<file path="config.mk">
export PLATFORM = sky130hd
export DESIGN_NAME = polyline_point_sampler
export DESIGN_NICKNAME = d
export VERILOG_FILES = /design/src/rtl/pps_pkg.sv /design/src/rtl/pps_divider.sv /design/src/rtl/polyline_point_sampler.sv
export SDC_FILE = /design/constraint.sdc
export NUM_CORES = 2
export LEC_CHECK = 0
export BUFFER_PORTS_ARGS = -buffer_cell sky130_fd_sc_hd__buf_2
export CAP_MARGIN = 20
export CORE_ASPECT_RATIO = 1.5
export CORE_MARGIN = 2
export CORE_UTILIZATION = 45
export DETAILED_ROUTE_END_ITERATION = 8
export RECOVER_POWER = 50
export SYNTH_ARGS = -nofsm -noshare
export SYNTH_HDL_FRONTEND = slang
export SYNTH_HIERARCHICAL = 1
export SYNTH_SLANG_ARGS = --single-unit
</file>
<file path="constraint.sdc">
create_clock -name i_clk -period 15.6 [get_ports i_clk]
set_input_delay 3.12 -clock i_clk [delete_from_list [all_inputs] [get_ports i_clk]]
set_output_delay 3.12 -clock i_clk [all_outputs]
set_load 0.02 [all_outputs]
</file>
<file path="src/rtl/pps_pkg.sv">
// Package for the polyline point sampler: widths, defaults, register map.
// Used by pps_divider and polyline_point_sampler under rtl; depends on nothing.
`default_nettype none
package pps_pkg;
    localparam int COORD_BITS_DEF  = 12;
    localparam int FRAC_BITS_DEF   = 8;
    localparam int MAX_SAMPLES_DEF = 63;
    localparam int SPACING_BITS    = 8;
    localparam logic [7:0] SPACING_RESET = 8'd5;
    localparam logic [0:0] REG_SAMPLE_SPACING = 1'b0;

    // divider request from the sequencer
    typedef struct packed {
        logic start;
        logic [5:0] den;
    } t_div_req;
endpackage
`default_nettype wire

</file>
<file path="src/rtl/pps_divider.sv">
// Restoring divider, one quotient bit per cycle, shared for x and y offsets.
// Depends on pps_pkg for the request struct.
`default_nettype none
module pps_divider #(
    parameter int NUM_BITS = 26
) (
    input  wire logic                i_clk,
    input  wire logic                i_rst_n,
    input  wire pps_pkg::t_div_req   i_req,
    input  wire logic [NUM_BITS-1:0] i_num,
    output logic                     o_done,
    output logic [NUM_BITS-1:0]      o_quot
);
    localparam int CW = $clog2(NUM_BITS + 1);
    logic [NUM_BITS-1:0] r_q;
    logic [6:0]          r_rem;
    logic [5:0]          r_den;
    logic [CW-1:0]       r_cnt;
    logic                r_busy;
    logic [6:0]          w_trial;

    assign w_trial = {r_rem[5:0], r_q[NUM_BITS-1]};

    always_ff @(posedge i_clk) begin
        if (!i_rst_n) begin
            r_busy <= 1'b0;
            o_done <= 1'b0;
            r_cnt  <= '0;
        end else begin
            o_done <= 1'b0;
            if (i_req.start) begin
                r_busy <= 1'b1;
                r_q    <= i_num;
                r_rem  <= '0;
                r_den  <= i_req.den;
                r_cnt  <= CW'(NUM_BITS);
            end else if (r_busy) begin
                if (w_trial >= {1'b0, r_den}) begin
                    r_rem <= w_trial - {1'b0, r_den};
                    r_q   <= {r_q[NUM_BITS-2:0], 1'b1};
                end else begin
                    r_rem <= w_trial;
                    r_q   <= {r_q[NUM_BITS-2:0], 1'b0};
                end
                r_cnt <= r_cnt - 1'b1;
                if (r_cnt == CW'(1)) begin
                    r_busy <= 1'b0;
                    o_done <= 1'b1;
                end
            end
        end
    end
    assign o_quot = r_q;
endmodule
`default_nettype wire

</file>
<file path="src/rtl/polyline_point_sampler.sv">
// Top level of the polyline point sampler: APB register, sequencer, shared
// multiplier and divider. Depends on pps_pkg and pps_divider.
//
// Each key point is taken while o_in_ready is high; the block then stays busy.
// It searches the segment count in steps that each multiply count+1 by
// spacing and then square the product, up to MAX_SAMPLES+1 steps; then
// for each sample it runs the serial divider twice (x and y) and hands the
// sample to a one-entry output register. The final point adds one output.
`default_nettype none
module polyline_point_sampler #(
    parameter int COORD_BITS  = pps_pkg::COORD_BITS_DEF,
    parameter int FRAC_BITS   = pps_pkg::FRAC_BITS_DEF,
    parameter int MAX_SAMPLES = pps_pkg::MAX_SAMPLES_DEF
) (
    input  wire logic                      i_clk,
    input  wire logic                      i_rst_n,
    input  wire logic                      psel,
    input  wire logic                      penable,
    input  wire logic                      pwrite,
    input  wire logic [2:0]                paddr,
    input  wire logic [31:0]               pwdata,
    output logic [31:0]                    prdata,
    output logic                           pready,
    input  wire logic                      i_in_valid,
    output logic                           o_in_ready,
    input  wire logic [COORD_BITS-1:0]     i_point_x,
    input  wire logic [COORD_BITS-1:0]     i_point_y,
    input  wire logic                      i_path_end,
    output logic                           o_out_valid,
    input  wire logic                      i_out_ready,
    output logic [COORD_BITS+FRAC_BITS-1:0] o_sample_x,
    output logic [COORD_BITS+FRAC_BITS-1:0] o_sample_y,
    output logic                           o_final_sample
);
    localparam int OB = COORD_BITS + FRAC_BITS;
    localparam int DIV_BITS = COORD_BITS + 6 + FRAC_BITS;
    localparam int D2B = 2 * COORD_BITS + 1;
    localparam int LB = 6 + pps_pkg::SPACING_BITS;
    localparam logic [2:0] S_IDLE = 3'd0, S_MUL = 3'd1, S_SQ = 3'd2,
                           S_DX = 3'd3, S_DY = 3'd4, S_OUT = 3'd5, S_FIN = 3'd6;

    logic [2:0] r_st;
    logic [7:0] r_spacing;
    logic [COORD_BITS-1:0] r_px, r_py, r_qx, r_qy;
    logic r_hold, r_last;
    logic [COORD_BITS-1:0] r_dx, r_dy;
    logic r_negx, r_negy;
    logic [D2B-1:0] r_d2;
    logic [5:0] r_n, r_j;
    logic [LB-1:0] r_len;
    logic [OB-1:0] r_ox;
    logic [DIV_BITS-1:0] w_num;
    logic [DIV_BITS-1:0] w_quot;
    logic w_done;
    pps_pkg::t_div_req w_req;
    logic [2*LB-1:0] w_sq;
    logic [COORD_BITS-1:0] w_dsel;
    logic [COORD_BITS+5:0] w_prod;

    assign pready = 1'b1;
    assign prdata = (paddr[2] == pps_pkg::REG_SAMPLE_SPACING)
        ? {24'd0, r_spacing} : 32'd0;
    assign o_in_ready = (r_st == S_IDLE) && !o_out_valid;
    assign w_sq = r_len * r_len;
    assign w_dsel = (r_st == S_DX) ? r_dx : r_dy;
    assign w_prod = {6'd0, w_dsel} * {{COORD_BITS{1'b0}}, r_j};

    always_comb begin
        w_req.den = r_n;
        w_req.start = 1'b0;
        w_num = '0;
        if (r_st == S_DX || r_st == S_DY) begin
            w_num = {w_prod, {FRAC_BITS{1'b0}}};
        end
    end

    // divider start (r_kick) is registered together with the move into a divide state
    logic r_kick;
    pps_pkg::t_div_req w_req2;
    always_comb begin
        w_req2 = w_req;
        w_req2.start = r_kick;
    end

    pps_divider #(.NUM_BITS(DIV_BITS)) u_div (
        .i_clk(i_clk), .i_rst_n(i_rst_n), .i_req(w_req2), .i_num(w_num),
        .o_done(w_done), .o_quot(w_quot)
    );

    function automatic logic [OB-1:0] f_apply(input logic [COORD_BITS-1:0] p,
                                              input logic neg,
                                              input logic [DIV_BITS-1:0] q);
        logic [OB-1:0] b;
        b = {p, {FRAC_BITS{1'b0}}};
        return neg ? b - OB'(q) : b + OB'(q);
    endfunction

    always_ff @(posedge i_clk) begin
        if (!i_rst_n) begin
            r_st <= S_IDLE;
            r_spacing <= pps_pkg::SPACING_RESET;
            r_hold <= 1'b0;
            r_px <= '0;
            r_py <= '0;
            o_out_valid <= 1'b0;
            r_kick <= 1'b0;
        end else begin
            r_kick <= 1'b0;
            if (psel && penable && pwrite &&
                paddr[2] == pps_pkg::REG_SAMPLE_SPACING)
                r_spacing <= pwdata[7:0];
            if (o_out_valid && i_out_ready) o_out_valid <= 1'b0;
            unique case (r_st)
                S_IDLE: begin
                    if (i_in_valid && o_in_ready) begin
                        r_qx <= i_point_x;
                        r_qy <= i_point_y;
                        r_last <= i_path_end;
                        r_negx <= i_point_x < r_px;
                        r_negy <= i_point_y < r_py;
                        r_dx <= (i_point_x < r_px) ? r_px - i_point_x : i_point_x - r_px;
                        r_dy <= (i_point_y < r_py) ? r_py - i_point_y : i_point_y - r_py;
                        r_n <= '0;
                        r_j <= '0;
                        r_st <= r_hold ? S_MUL : S_FIN;
                    end
                end
                S_MUL: begin
                    r_d2 <= D2B'(r_dx * r_dx) + D2B'(r_dy * r_dy);
                    r_len <= LB'((r_n + 1'b1) * r_spacing);
                    r_st <= S_SQ;
                end
                S_SQ: begin
                    if (r_n == 6'(MAX_SAMPLES) || w_sq > (2*LB)'(r_d2)) begin
                        if (r_n == 0) r_st <= S_FIN;
                        else begin
                            r_st <= S_DX;
                            r_kick <= 1'b1;
                        end
                    end else begin
                        r_n <= r_n + 1'b1;
                        r_st <= S_MUL;
                    end
                end
                S_DX: if (w_done) begin
                    r_ox <= f_apply(r_px, r_negx, w_quot);
                    r_st <= S_DY;
                    r_kick <= 1'b1;
                end
                S_DY: if (w_done) r_st <= S_OUT;
                S_OUT: if (!o_out_valid) begin
                    o_out_valid <= 1'b1;
                    o_sample_x <= r_ox;
                    o_sample_y <= f_apply(r_py, r_negy, w_quot);
                    o_final_sample <= 1'b0;
                    r_j <= r_j + 1'b1;
                    if (r_j + 1'b1 == r_n) r_st <= S_FIN;
                    else begin
                        r_st <= S_DX;
                        r_kick <= 1'b1;
                    end
                end
                S_FIN: if (!o_out_valid) begin
                    if (r_last) begin
                        o_out_valid <= 1'b1;
                        o_sample_x <= {r_qx, {FRAC_BITS{1'b0}}};
                        o_sample_y <= {r_qy, {FRAC_BITS{1'b0}}};
                        o_final_sample <= 1'b1;
                        r_px <= '0;
                        r_py <= '0;
                        r_hold <= 1'b0;
                    end else begin
                        r_px <= r_qx;
                        r_py <= r_qy;
                        r_hold <= 1'b1;
                    end
                    r_st <= S_IDLE;
                end
                default: r_st <= S_IDLE;
            endcase
        end
    end
endmodule
`default_nettype wire

</file>
==> metrics.txt <==
Starting Density=45.24%; Synth Flop Type=edfxtp_1; Die Ht=331.3 um; Worst setup SP type=register; crit-path max FO=16; CTS Sinks=246; DRC violations left=0; H-tree levels=1; r2r setup slk=6690 ps; setup repair bufs after CTS=0; synthesized area=0.03213 sq mm; Crit path arrival time=9180 ps; most common cell after layout, fill and taps aside=inv_1; Final setup viols=0; count of final hold-check violations=0; antenna diode count=0; R2R depth=26; CTS tree=built; sequential area share after synthesis=21.59%; GP Congestion=0.8837; Slew HR=-56.35%; Hold WC Path Type=reg -> reg; Area Growth Syn to Fin=6.402%; violated checks=max-capacitance violations, max-slew violations; insertion delay to the later sink of the worst-skew pair=580 ps; maximum clock rate=0.1122 GHz; synthesized area per cell=9.436 sq um; number of enable flip-flop cells after synthesis=201; drt pass-1 iters=5; layout cell share with drive strength beyond 1=5.750%; cell mode on critical path=fa_1; total negative setup slack=0 ps; DR vias=22880; clock-pin transition on the worst setup and hold timing paths=70 ps; most frequent cells in the layout=inv_1, fa_1, ha_1; crit path max-delay cell type=edfxtp_1; CTS Buffer Depth=3; Final Cycle Share=57.13%; post-cts resize count=0; global-route wire length before repair=124800 um; die width=222.2 um; Crit. End Element=register; vias in the first global route=24310; minimum clock period=8913 ps; post-DR wirelength/cell=17.48 um; CP max stage delay=820 ps; hold slack=535.4 ps; CTS Root Cell=clkbuf_16; Worst Path Required=15860 ps; HPWL Detailed=62370 um; std cell rows=120; reg2reg start=r_len[2]; Die ar.=0.07359 sq mm; FF+latch count, synth=246; cells after synthesis=3405; Final Max Tran Viols=179; global-route usage over all layers=21.22%; Worst Setup Path Type=reg -> reg; CTS Buf Count=27; Max-cap violations=5; Slew @ Worst Pin=2345 ps; status=finished, violations left; Port-buffer cells=91; Fin Clk Skew=20.01 ps; CP Launch Point=r_len[2]; initial antenna violation count=0; Worst setup endpoint=r_n[4]; DRT Wirelength=76500 um; FFs w/ async S/R, synth=0%; unrepaired setup endpoints after global routing=no; I/O pins=143; Distinct cells, synth=89; 1st-iter DRT viols=917; core outline area=0.07102 sq mm; Crit Reg-Reg Endpoint=r_n[4]; Ys Warns=6; GRT overflow=0; largest net degree at the start of global routing=53; antenna-violating nets left=0; Post-CTS Hold Fix Bufs=0; via-per-instance ratio=5.228; nets=4280
final cells by class:
class                           instances  area (sq um)
Multi-Input combinational cell       2425         22310
Clock buffer                           32         745.7
Tap cell                              915          1145
Clock inverter                         18         157.7
Fill cell                            6811         36830
Sequential cell                       246          6937
Inverter                              634          2380
Timing Repair Buffer                  106         513.0
critical path: cells and delay by family (launching register included):
kind	cells	cell delay (ps)
XOR/XNOR	1	150
AND/OR/NAND/NOR	8	1690
adder cells (fa/ha/maj)	8	3800
flip-flops	1	820
AO/OA/AOI/OAI	8	2070
buffers and inverters	1	50
cell families after synthesis:
family	Yosys count	synth area share (%)
xor+xnor	159	4.334
flops	246	21.59
simple gates	937	14.10
buf+inv	765	9.382
mux	56	1.885
compound gates	467	9.444
other cells	2	0.02338
fa+ha+maj	773	39.24
through the flow:
stage          util [%]  std cells  setup WS [ps]  instance area, sq um
3_5_place_dp      46.93       4324           6696                 33330
6_report          48.14       4376           6687                 34190
4_1_cts           48.20       4374           6623                 34230
2_1_floorplan         -       3436           7998                 32240
5_1_grt           48.14       4376           6058                 34190
3_3_place_gp      46.93       4324           6672                 33330
state kept, by name, summed over array words and instances (netlist names), 3 cells and up:
| signal | count |
|---|---|
| o_sample_x | 20 |
| r_j | 6 |
| r_qy | 12 |
| r_qx | 12 |
| u_div/o_quot | 26 |
| r_spacing | 8 |
| r_ox | 20 |
| r_d2 | 25 |
| r_dy | 12 |
| r_dx | 12 |
| r_st | 3 |
| r_px | 12 |
| o_sample_y | 20 |
| u_div/r_den | 6 |
| r_len | 14 |
| r_n | 6 |
| u_div/r_rem | 6 |
| u_div/r_cnt | 5 |
| r_py | 12 |
layer usage:
| layer | routed length, um | up-vias | GRT usage, % |
|---|---|---|---|
| met5 | 0 | - | 0 |
| met4 | 3559 | 0 | 9.100 |
| met3 | 1711 | 135 | 1.205 |
| met2 | 42490 | 393 | 41.99 |
| met1 | 28740 | 11320 | 23.00 |
| li1 | - | 11030 | - |
how the worst min path moves through the flow:
stage | start | endpoint | cells past startpoint
2_1_floorplan | r_px[11] | r_px[11] | 2
3_3_place_gp | r_ox[0] | o_sample_x[0] | 1
3_5_place_dp | r_ox[1] | o_sample_x[1] | 1
4_1_cts | r_ox[1] | o_sample_x[1] | 1
5_1_grt | r_ox[0] | o_sample_x[0] | 1
6_report | r_ox[1] | o_sample_x[1] | 1
synthesized netlist by cell type, types with 53 or more instances:
| master | instances | area (sq um) |
|---|---|---|
| fa_1 | 391 | 7828 |
| nor2_1 | 161 | 604.3 |
| nand2_1 | 377 | 1415 |
| edfxtp_1 | 201 | 6036 |
| nor2b_1 | 53 | 331.6 |
| xnor2_1 | 107 | 937.2 |
| o21ai_0 | 101 | 505.5 |
| a21oi_1 | 141 | 705.7 |
| inv_1 | 629 | 2361 |
| and2_1 | 144 | 900.9 |
| clkbuf_1 | 93 | 349.1 |
| ha_1 | 382 | 4780 |
Power is not shown: default switching activity piles up to over one toggle a cycle in this logic, so the estimate is an artifact.
